===== src/sv/rpd_pkg.sv =====
// ----------------------------------------------------------------------------
// rpd_pkg
// shared types and constants of the remote-debug packet deframer
// ----------------------------------------------------------------------------
`default_nettype none

package rpd_pkg;

  // result kinds
  localparam logic [1:0] EV_RUN        = 2'd0;
  localparam logic [1:0] EV_END        = 2'd1;
  localparam logic [1:0] EV_BREAK      = 2'd2;
  localparam logic [1:0] EV_UNEXPECTED = 2'd3;

  // framing characters
  localparam logic [7:0] CH_DOLLAR = 8'h24;
  localparam logic [7:0] CH_HASH   = 8'h23;
  localparam logic [7:0] CH_RBRACE = 8'h7d;
  localparam logic [7:0] CH_STAR   = 8'h2a;
  localparam logic [7:0] CH_PLUS   = 8'h2b;
  localparam logic [7:0] CH_MINUS  = 8'h2d;
  localparam logic [7:0] CH_BREAK  = 8'h03;
  localparam logic [7:0] ESC_MASK  = 8'h20;
  localparam logic [7:0] RUN_BIAS  = 8'd29;
  localparam logic [7:0] BODY_MAX  = 8'd126;

  // hex digit bounds
  localparam logic [7:0] CH_0 = 8'h30;
  localparam logic [7:0] CH_9 = 8'h39;
  localparam logic [7:0] CH_UA = 8'h41;
  localparam logic [7:0] CH_UF = 8'h46;
  localparam logic [7:0] CH_LA = 8'h61;
  localparam logic [7:0] CH_LF = 8'h66;
  localparam logic [7:0] HEX_TEN = 8'd10;

  // queue between front and back
  localparam int QUEUE_DEPTH = 4;
  localparam int QUEUE_AW    = $clog2(QUEUE_DEPTH);
  localparam int QUEUE_CW    = $clog2(QUEUE_DEPTH + 1);

  typedef struct packed {
    logic [1:0] kind;
    logic [7:0] data;
    logic [7:0] count;
    logic       ok;
  } rpd_evt_t;

endpackage

`default_nettype wire


===== src/sv/rpd_front.sv =====
// ----------------------------------------------------------------------------
// rpd_front
// accepts received bytes, tracks the packet phase and checksum, and
// classifies each byte into at most one result pushed to the queue
// ----------------------------------------------------------------------------
`default_nettype none

module rpd_front import rpd_pkg::*; (
  input  wire logic       clk,
  input  wire logic       rst,
  input  wire logic       in_valid,
  output logic            in_ready,
  input  wire logic [7:0] rx_byte,
  input  wire logic       q_full,
  output logic            q_push,
  output rpd_evt_t        q_evt
);

  typedef enum logic [2:0] {
    PH_IDLE, PH_BODY, PH_ESCAPE, PH_RUNLEN, PH_END, PH_CHECKSUM
  } phase_t;

  phase_t     phase, phase_next;
  logic [7:0] running_sum, running_sum_next;
  logic [3:0] high_nibble, high_nibble_next;
  logic [7:0] last_byte, last_byte_next;
  logic       nonempty, nonempty_next;

  logic       take;
  logic       emit;
  rpd_evt_t   evt;
  logic       hex_ok;
  logic [7:0] hex_full;
  logic [3:0] hex_val;
  logic [7:0] esc_byte;
  logic [7:0] run_count;

  assign in_ready = !q_full;
  assign take     = in_valid && in_ready;
  assign esc_byte = rx_byte ^ ESC_MASK;
  assign run_count = rx_byte - RUN_BIAS;

  always_comb begin
    hex_ok   = 1'b1;
    hex_full = 8'd0;
    if (rx_byte inside {[CH_0:CH_9]}) begin
      hex_full = rx_byte - CH_0;
    end else if (rx_byte inside {[CH_UA:CH_UF]}) begin
      hex_full = rx_byte - CH_UA + HEX_TEN;
    end else if (rx_byte inside {[CH_LA:CH_LF]}) begin
      hex_full = rx_byte - CH_LA + HEX_TEN;
    end else begin
      hex_ok = 1'b0;
    end
    hex_val = hex_full[3:0];
  end

  always_comb begin
    phase_next       = phase;
    running_sum_next = running_sum;
    high_nibble_next = high_nibble;
    last_byte_next   = last_byte;
    nonempty_next    = nonempty;
    emit             = 1'b0;
    evt              = '{kind: EV_UNEXPECTED, data: rx_byte, count: 8'd0, ok: 1'b0};

    if ((phase == PH_BODY && rx_byte != CH_HASH) || phase == PH_ESCAPE ||
        phase == PH_RUNLEN) begin
      running_sum_next = running_sum + rx_byte;
    end

    case (phase)
      PH_BODY: begin
        if (rx_byte == CH_RBRACE) begin
          phase_next = PH_ESCAPE;
        end else if (rx_byte == CH_HASH) begin
          phase_next = PH_END;
        end else if (rx_byte == CH_STAR) begin
          phase_next = PH_RUNLEN;
        end else if (rx_byte > BODY_MAX) begin
          emit = 1'b1;
        end else begin
          emit           = 1'b1;
          evt            = '{kind: EV_RUN, data: rx_byte, count: 8'd1, ok: 1'b0};
          last_byte_next = rx_byte;
          nonempty_next  = 1'b1;
        end
      end
      PH_ESCAPE: begin
        phase_next     = PH_BODY;
        emit           = 1'b1;
        evt            = '{kind: EV_RUN, data: esc_byte, count: 8'd1, ok: 1'b0};
        last_byte_next = esc_byte;
        nonempty_next  = 1'b1;
      end
      PH_RUNLEN: begin
        phase_next = PH_BODY;
        if (rx_byte > RUN_BIAS && nonempty) begin
          emit = 1'b1;
          evt  = '{kind: EV_RUN, data: last_byte, count: run_count, ok: 1'b0};
        end
      end
      PH_END: begin
        if (!hex_ok) begin
          emit = 1'b1;
        end else begin
          high_nibble_next = hex_val;
          phase_next       = PH_CHECKSUM;
        end
      end
      PH_CHECKSUM: begin
        if (!hex_ok) begin
          emit = 1'b1;
        end else begin
          emit             = 1'b1;
          evt              = '{kind: EV_END, data: 8'd0, count: 8'd0,
                               ok: ({high_nibble, hex_val} == running_sum)};
          phase_next       = PH_IDLE;
          running_sum_next = 8'd0;
          high_nibble_next = 4'd0;
          last_byte_next   = 8'd0;
          nonempty_next    = 1'b0;
        end
      end
      default: begin
        if (rx_byte == CH_PLUS || rx_byte == CH_MINUS) begin
          emit = 1'b0;
        end else if (rx_byte == CH_DOLLAR) begin
          phase_next = PH_BODY;
        end else if (rx_byte == CH_BREAK) begin
          emit = 1'b1;
          evt  = '{kind: EV_BREAK, data: 8'd0, count: 8'd0, ok: 1'b0};
        end else begin
          emit = 1'b1;
        end
      end
    endcase
  end

  assign q_push = take && emit;
  assign q_evt  = evt;

  always_ff @(posedge clk) begin
    if (rst) begin
      phase       <= PH_IDLE;
      running_sum <= 8'd0;
      high_nibble <= 4'd0;
      last_byte   <= 8'd0;
      nonempty    <= 1'b0;
    end else if (take) begin
      phase       <= phase_next;
      running_sum <= running_sum_next;
      high_nibble <= high_nibble_next;
      last_byte   <= last_byte_next;
      nonempty    <= nonempty_next;
    end
  end

endmodule

`default_nettype wire


===== src/sv/rpd_queue.sv =====
// ----------------------------------------------------------------------------
// rpd_queue
// short result queue that decouples the classifier from the output stage
// ----------------------------------------------------------------------------
`default_nettype none

module rpd_queue import rpd_pkg::*; (
  input  wire logic     clk,
  input  wire logic     rst,
  input  wire logic     push,
  input  wire rpd_evt_t push_evt,
  input  wire logic     pop,
  output rpd_evt_t      head_evt,
  output logic          full,
  output logic          empty
);

  rpd_evt_t              slots [QUEUE_DEPTH];
  logic [QUEUE_AW-1:0]   wr_ptr;
  logic [QUEUE_AW-1:0]   rd_ptr;
  logic [QUEUE_CW-1:0]   count;

  assign full     = (count == QUEUE_CW'(QUEUE_DEPTH));
  assign empty    = (count == '0);
  assign head_evt = slots[rd_ptr];

  always_ff @(posedge clk) begin
    if (push) begin
      slots[wr_ptr] <= push_evt;
    end
  end

  always_ff @(posedge clk) begin
    if (rst) begin
      wr_ptr <= '0;
      rd_ptr <= '0;
      count  <= '0;
    end else begin
      if (push) begin
        wr_ptr <= (wr_ptr == QUEUE_AW'(QUEUE_DEPTH - 1)) ? '0 : wr_ptr + 1'b1;
      end
      if (pop) begin
        rd_ptr <= (rd_ptr == QUEUE_AW'(QUEUE_DEPTH - 1)) ? '0 : rd_ptr + 1'b1;
      end
      if (push && !pop) begin
        count <= count + 1'b1;
      end else if (pop && !push) begin
        count <= count - 1'b1;
      end
    end
  end

  a_no_push_full: assert property (@(posedge clk) disable iff (rst) !(push && full))
    else $error("request pushed into full queue");
  a_no_pop_empty: assert property (@(posedge clk) disable iff (rst) !(pop && empty))
    else $error("request popped from empty queue");
  a_count_up: assert property (@(posedge clk) disable iff (rst)
    (push && !pop) |=> (count == $past(count) + 1'b1))
    else $error("queue count did not follow push");

endmodule

`default_nettype wire


===== src/sv/rpd_back.sv =====
// ----------------------------------------------------------------------------
// rpd_back
// output stage: drains the queue into a registered valid/ready result port
// ----------------------------------------------------------------------------
`default_nettype none

module rpd_back import rpd_pkg::*; (
  input  wire logic     clk,
  input  wire logic     rst,
  input  wire logic     q_empty,
  input  wire rpd_evt_t q_head,
  output logic          q_pop,
  output logic          out_valid,
  input  wire logic     out_ready,
  output logic [1:0]    event_kind,
  output logic [7:0]    data_byte,
  output logic [7:0]    repeat_count,
  output logic          checksum_ok
);

  rpd_evt_t hold;

  assign q_pop = !q_empty && (!out_valid || out_ready);

  always_ff @(posedge clk) begin
    if (rst) begin
      out_valid <= 1'b0;
    end else if (q_pop) begin
      out_valid <= 1'b1;
    end else if (out_ready) begin
      out_valid <= 1'b0;
    end
  end

  always_ff @(posedge clk) begin
    if (q_pop) begin
      hold <= q_head;
    end
  end

  assign event_kind   = hold.kind;
  assign data_byte    = hold.data;
  assign repeat_count = hold.count;
  assign checksum_ok  = hold.ok;

endmodule

`default_nettype wire


===== src/sv/rsp_packet_deframer.sv =====
// ----------------------------------------------------------------------------
// rsp_packet_deframer
// remote-debug serial packet deframer: one received byte per request in,
// body runs, packet ends, breaks and unexpected bytes out
// ----------------------------------------------------------------------------
// a result is written to the queue and then to the output register before it is valid at the output
// throughput: one byte per cycle while the queue is not full, set by the combinational classifier step
// a four-entry queue and the output register absorb output stalls
// reset: synchronous, clears phase, checksum, queue and output valid
// ----------------------------------------------------------------------------
`default_nettype none

module rsp_packet_deframer import rpd_pkg::*; (
  input  wire logic       clk,
  input  wire logic       rst,
  input  wire logic       in_valid,
  output logic            in_ready,
  input  wire logic [7:0] rx_byte,
  output logic            out_valid,
  input  wire logic       out_ready,
  output logic [1:0]      event_kind,
  output logic [7:0]      data_byte,
  output logic [7:0]      repeat_count,
  output logic            checksum_ok
);

  logic     q_push;
  logic     q_pop;
  logic     q_full;
  logic     q_empty;
  rpd_evt_t push_evt;
  rpd_evt_t head_evt;

  rpd_front u_front (
    .clk      (clk),
    .rst      (rst),
    .in_valid (in_valid),
    .in_ready (in_ready),
    .rx_byte  (rx_byte),
    .q_full   (q_full),
    .q_push   (q_push),
    .q_evt    (push_evt)
  );

  rpd_queue u_queue (
    .clk      (clk),
    .rst      (rst),
    .push     (q_push),
    .push_evt (push_evt),
    .pop      (q_pop),
    .head_evt (head_evt),
    .full     (q_full),
    .empty    (q_empty)
  );

  rpd_back u_back (
    .clk          (clk),
    .rst          (rst),
    .q_empty      (q_empty),
    .q_head       (head_evt),
    .q_pop        (q_pop),
    .out_valid    (out_valid),
    .out_ready    (out_ready),
    .event_kind   (event_kind),
    .data_byte    (data_byte),
    .repeat_count (repeat_count),
    .checksum_ok  (checksum_ok)
  );

endmodule

`default_nettype wire


===== config.mk =====
export PLATFORM = sky130hd
export DESIGN_NAME = rsp_packet_deframer
export DESIGN_NICKNAME = d
export VERILOG_FILES = /design/src/sv/rpd_pkg.sv /design/src/sv/rpd_front.sv /design/src/sv/rpd_queue.sv /design/src/sv/rpd_back.sv /design/src/sv/rsp_packet_deframer.sv
export SDC_FILE = /design/constraint.sdc
export NUM_CORES = 1
export LEC_CHECK = 0
export BUFFER_PORTS_ARGS = -buffer_cell sky130_fd_sc_hd__buf_2
export CELL_PAD_IN_SITES_DETAIL_PLACEMENT = 0
export CELL_PAD_IN_SITES_GLOBAL_PLACEMENT = 1
export CORE_MARGIN = 2
export CORE_UTILIZATION = 35
export CTS_CLUSTER_SIZE = 30
export DETAILED_ROUTE_END_ITERATION = 8
export PLACE_DENSITY_LB_ADDON = 0.1
export SLEW_MARGIN = 20
export SYNTH_ARGS = -nofsm -noshare
export SYNTH_HDL_FRONTEND = slang
export SYNTH_SLANG_ARGS = --single-unit

===== constraint.sdc =====
create_clock -name clk -period 2.9 [get_ports clk]
set_input_delay 0.29 -clock clk [delete_from_list [all_inputs] [get_ports clk]]
set_output_delay 0.29 -clock clk [all_outputs]
set_load 0.1 [all_outputs]

# ---- Yosys cells after proc, flatten, opt, wreduce, memory -nomap -nowiden
# Memory sizes are Yosys's and may differ from the RTL's. A register that Yosys moved wholly into a read port is not among the register bits.
# Index checks and enable logic that the tools add are counted.
# Widths: inputs -> output; s select.
dict set report word_totals {
  register_bits 32
  latch_bits 0
  ramBits 76
  romBits 0
  input_bits 12
  out_inout_bits 21
  elab_cells 143
  mem_count 1
}
# memory depth word_bits read_ports rd_ports_with_merged_regs wr line_no
set memory_table {}
lappend memory_table {u_queue.slots 4 19 1 1 1 rpd_queue.sv:18} ;# rpd_evt_t slots [QUEUE_DEPTH];
dict set report classes {
  addsub 11
  multipliers 0
  div 0
  n_lt_le_gt_ge 8
  eq_ne 25
  shifts 0
  mux 58
  n_bitwise 1
  n_reduce_logical 30
}
# operator n
set op_table {}
lappend op_table {{$mux 19} 7}
lappend op_table {{$pmux 19 s5} 1}
lappend op_table {{$mux 8} 8}
lappend op_table {{$eq 8x6->1 const B} 5}
lappend op_table {{$mux 18} 2}
lappend op_table {{$mux 3} 9}
lappend op_table {{$pmux 8 s3} 1}
lappend op_table {{$mux 4} 5}
lappend op_table {{$mux 1} 19}
lappend op_table {{$ge 8x7->1 const B} 2}
lappend op_table {{$le 8x7->1 const B} 2}
lappend op_table {{$pmux 3 s4} 1}
lappend op_table {{$sub 4x1->4 const B} 3}
lappend op_table {{$logic_and 1x1->1} 10}
lappend op_table {{$eq 3x3->1 const B} 3}
lappend op_table {{$add 4x4->4 const B} 2}
lappend op_table {{$add 8x8->8} 1}
lappend op_table {{$eq 8x2->1 const B} 1}
lappend op_table {{$eq 8x7->1 const B} 1}
lappend op_table {{$eq 8x8->1} 1}
lappend op_table {{$ge 8x6->1 const B} 1}
lappend op_table {{$gt 8x5->1 const B} 1}
lappend op_table {{$gt 8x7->1 const B} 1}
lappend op_table {{$le 8x6->1 const B} 1}
lappend op_table {{other kinds (27)} 45}

# ---- Logic depth before layout (Yosys ltp)
dict set report depth {
  depth_word 12
  depth_mapped 14
  mapped_depth_nobuf 12
}

# ---- Hierarchy
# A second synthesis with hierarchy kept.
dict set report unflattened {
  cells_unflattened 467
  hier_area_um2 6193.4
}
# mod instances cells_each area_each_um2
set by_module_without_submodules {}
lappend by_module_without_submodules {rpd_queue 1 143 3225.6}
lappend by_module_without_submodules {rpd_front 1 301 2341.0}
lappend by_module_without_submodules {rpd_back 1 23 626.9}

# ---- Worst setup path before layout
# No wires, ideal clock.
dict set report synth_timing {
  path_type {register -> register}
  from {register u_queue.count[0]}
  to {register u_queue.count[2]}
  arrival_time_ns 3.120
  required_ns 2.829
  slack_ns -0.291
  path_stages_with_launch 11
  path_buffers 1
  synth_period_minus_slack_ns 3.191
  cell_sequence {dfxtp_1 or3b_1 and2_1 clkbuf_1 o311a_4 ha_1 inv_1 fa_1 xor2_1 or3_1 a21oi_1}
}
dict set report synth_via {
  elab_chain_cells 7
}
# item line_no
set synth_rtl {}
lappend synth_rtl {{start, declared} rpd_queue.sv:21} ;# logic [QUEUE_CW-1:0] count;
lappend synth_rtl {{start signal, assigned} rpd_queue.sv:46} ;# count <= count + 1'b1;
lappend synth_rtl {{start signal, assigned} rpd_queue.sv:48} ;# count <= count - 1'b1;
lappend synth_rtl {{$eq 3x3->1 *} rpd_queue.sv:23} ;# assign full = (count == QUEUE_CW'(QUEUE_DEPTH));
lappend synth_rtl {{$logic_not 1->1 *} rpd_front.sv:38} ;# assign in_ready = !q_full;
lappend synth_rtl {{named net in_ready} rsp_packet_deframer.sv:17} ;# output logic in_ready,
lappend synth_rtl {{$logic_and 1x1->1 *} rpd_front.sv:39} ;# assign take = in_valid && in_ready;
lappend synth_rtl {{$logic_and 1x1->1 *} rpd_front.sv:140} ;# assign q_push = take && emit;
lappend synth_rtl {{named net q_push} rsp_packet_deframer.sv:27} ;# logic q_push;
lappend synth_rtl {{$logic_not 1->1} rpd_queue.sv:47} ;# end else if (pop && !push) begin
lappend synth_rtl {{$logic_and 1x1->1} rpd_queue.sv:47}
lappend synth_rtl {{$reduce_bool 2->1 (no line)} -}
# The timed path passes the listed nets; every way through them passes the cells marked *. The select of a mux whose other input is x is not followed.
# A chain may end at the register's enable or synchronous reset.

# ---- Worst setup path after layout
dict set report layout_timing {
  from {register u_front.phase[1]}
  to {register u_queue.count[2]}
}
dict set report layout_via {
  elab_chain_cells 7
}
# item line_no
set layout_rtl {}
lappend layout_rtl {{start, declared} rpd_front.sv:23} ;# phase_t phase, phase_next;
lappend layout_rtl {{start signal, assigned} rpd_front.sv:151} ;# phase <= phase_next;
lappend layout_rtl {{$eq 3x3->1 / $eq 3x2->1 (equally long branches)} rpd_front.sv:72} ;# case (phase)
lappend layout_rtl {{$reduce_or 2->1 (no line)} -}
lappend layout_rtl {{$pmux 1 s4 *} rpd_front.sv:72}
lappend layout_rtl {{$logic_and 1x1->1 *} rpd_front.sv:140}
lappend layout_rtl {{named net q_push} rsp_packet_deframer.sv:27}
lappend layout_rtl {{$logic_not 1->1} rpd_queue.sv:47}
lappend layout_rtl {{$logic_and 1x1->1} rpd_queue.sv:47}
lappend layout_rtl {{$reduce_bool 2->1 (no line)} -}
# The timed path passes the listed nets; every way through them passes the cells marked *.

==> summary.md <==
| Metric | Value |
|---|---|
| Die Height | `137 microns` |
| CTS Buf Count | `17` |
| Max-cap violations | `0` |
| Clk_lat worst skew | `0.41 ns` |
| NumNets Final | `564` |
| CORE AREA | `17300 sq um` |
| Cell variety after synth | `74` |
| Crit path capture type | `flip-flop` |
| Initial antenna violation count | `0` |
| Required time of the critical path | `3.24 ns` |
| Drt first-iter violations | `239` |
| Die area | `18700 sq um` |
| Drt drc | `0` |
| Vias in the first global route | `4067` |
| Met3 GRT Util | `0.0404` |
| Placed Cells | `739` |
| Max Freq | `382 MHz` |
| Layout cells sized above 1 | `0.260` |
| Top cell type by total area after synthesis | `edfxtp_1` |
| Dominant cells by area after synthesis | `edfxtp_1 46%, dfxtp_1 10%, mux4_2 6.9%` |
| Slew headroom | `0.620` |
| Busiest grt layer | `met2` |
| Ports | `33` |
| Die W | `137 microns` |
| Avg WL per Cell | `17.9 microns` |
| First-pass GRT wire length | `22.2 mm` |
| Met2 GRT Util | `0.268` |
| WL final | `13.8 mm` |
| Vias | `3954` |
| Status | `finished clean` |
| Total chip power | `7.08 mW` |
| Clock skew | `0.00947 ns` |
| Largest net degree at the start of global routing | `23` |
| Worst VDD drop | `423 uV` |
| Post-CTS resize count | `0` |
| Crit path kind | `reg -> reg` |
| Starting Density | `0.357` |
| Synth warn | `0` |
| Pwr/cell area | `950 nW/um^2` |
| RSZ-0062 raised after global routing | `false` |
| CTS tree | `yes` |
| Final worst-path cycle share | `0.903` |
| CTS HTree Levels | `4` |
| HPWL after DPL | `9.83 mm` |
| Drt pass-1 iters | `4` |
| # setup viols final | `0` |
| Row Count | `48` |
| Min cycle time layout | `2.62 ns` |
| # clock sinks | `127` |
| Worst slack, placed | `-0.0108 ns` |
| Post CTS Setup Buffer Count | `0` |
| Buffers on Ports | `32` |
| Register area share after synthesis | `0.565` |
| Asr flop ratio synth | `0` |
| Global Route Usage Sum | `0.160` |
| Post-synth EDFFs | `95` |
| Avg Cell Area, Syn | `13.1 sq um` |
| Area growth from synthesis to layout | `20.6%` |
| Hold_buf cts | `0` |
| Share of the synthesized area in the top cell type | `0.462` |
| Post-DR vias/cell | `5.13` |
| Worst endpoint data arrival time | `2.96 ns` |
| Final Non-Filler Cells | `771` |
| Crit-path max FO | `11` |
| Max-slew violation count | `0` |
| Min-delay worst type | `in -> reg` |
| Grt met1 use | `0.203` |
| Register bit total from synthesis | `127` |
| Clock root cell | `clkbuf_16` |
| Final WS setup | `0.282 ns` |
| Synthesized area | `6180 sq um` |
| Gr ovfl total | `0` |
| Critical path launch point type | `flip-flop` |
| Worst slew pin tran | `0.566 ns` |
| Cells after Synth | `470` |
| Antenna Violating Nets Remaining | `0` |
| # fillers | `1653` |
| Clk slew on worst S/H paths | `0.06 ns` |
| CTS max path bufs | `2` |
| LEAKAGE | `2.72 nW` |
| Endpoints failing hold | `0` |
| Diodes inserted | `0` |
| Post-Syn Nets | `501` |
| Top FF cell, synth | `edfxtp_1` |
| Routability cong. | `0.824` |
## through the flow
step / cell area, sq um / util / TNS [ns] / hold WS (ns)
final: 7450 / 0.431 / 0 / 0.157
after floorplan: 6230 / - / 0 / 0.434
after global placement: 6830 / 0.395 / 0 / 0.443
after CTS: 7450 / 0.431 / 0 / 0.135
after global routing: 7450 / 0.431 / 0 / 0.176
after detailed placement: 6830 / 0.395 / -0.0108 / 0.453
## routing by layer
layer  vias to the layer above  share of wire
met1                      1941           0.45
met3                        19          0.031
met2                        64           0.50
met4                         0          0.013
li1                       1930              -
met5                         -              0
## state kept, by name (all words and copies together), names as in the netlist, 2 cells and up
| name | flops |
|---|---|
| u_back.data_byte | 8 |
| u_back.event_kind | 2 |
| u_back.repeat_count | 8 |
| u_front.high_nibble | 4 |
| u_front.last_byte | 8 |
| u_front.phase | 3 |
| u_front.running_sum | 8 |
| u_queue.count | 3 |
| u_queue.rd_ptr | 2 |
| u_queue.slots | 76 |
| u_queue.wr_ptr | 2 |
## cell usage in the layout, fill, tap and decap left out, drive strengths merged, types with 4 or more instances in the layout
master    synthesis  routed
buf              16      72
inv              14      16
a22o              5       5
or4               4       4
clkinvlp          0       4
xnor2             9       9
mux4             19      19
mux2i            20      20
o21ai            15      15
clkbuf           12      17
and2              6       6
dfxtp            32      32
nor3              6       6
clkinv            1       6
nor2             30      30
xor2             12      12
o211ai            7       7
bufinv            0       4
nand2            32      32
nor2b             5       5
edfxtp           95      95
nand3            16      16
nor3b             4       4
a21oi            20      20
ha               17      17
or3               5       5
nand2b            7       7
## critical path: stages, from the launching register on
cell,delay [ns]
dfxtp_1,0.44
buf_4,0.22
nor2_1,0.13
a311oi_2,0.33
o311a_4,0.22
ha_2,0.19
inv_1,0.05
fa_1,0.37
xor2_1,0.16
or3_1,0.30
a21oi_1,0.14
## synth_stat cells (9+ instances only)
cell type and count:
o21ai_0 13, mux4_2 19, xnor2_1 9, nand2_1 32
edfxtp_1 95, clkbuf_1 12, nand3_1 16, ha_1 17
xor2_1 12, buf_2 9, nor2_1 30, mux2i_1 20
inv_1 14, a21oi_1 19, dfxtp_1 32
## final timing paths
path | slack (ns) | from | depth (start not counted) | endpoint
hold / removal | 0.16 | out_ready | 4 | u_back.out_valid
setup reg to reg | 0.28 | u_front.phase[1] | 10 | u_queue.count[2]
setup / recovery | 0.28 | u_front.phase[1] | 10 | u_queue.count[2]
hold reg to reg | 0.46 | u_front.last_byte[4] | 2 | u_front.last_byte[4]
## area by class of cell
| cell class | instances | area [sq um] | share of cell area |
|---|---|---|---|
| flip-flops and latches | 127 | 3490 | 0.469 |
| clock buffers | 17 | 425 | 0.0571 |
| inverters | 15 | 56.3 | 0.00756 |
| well taps | 225 | 282 | 0.0378 |
| clock inverters | 15 | 191 | 0.0257 |
| multi-input cells | 300 | 2540 | 0.341 |
| repair buffers | 72 | 460 | 0.0618 |
## power by group
part           switching (mW)  internal (mW)
Sequential             0.0925           2.36
Clock                   0.777           1.43
Combinational            1.78          0.638
Total                    2.65           4.43
## cells by family after synthesis
group / after synthesis / synth area share
compound gates: 83 / 0.101
xor+xnor: 22 / 0.0334
fa+ha+maj: 19 / 0.0409
buf+inv: 43 / 0.0310
flops: 127 / 0.565
mux: 42 / 0.108
simple gates: 134 / 0.121
No activity file was read; power rests on OpenSTA's default activity.
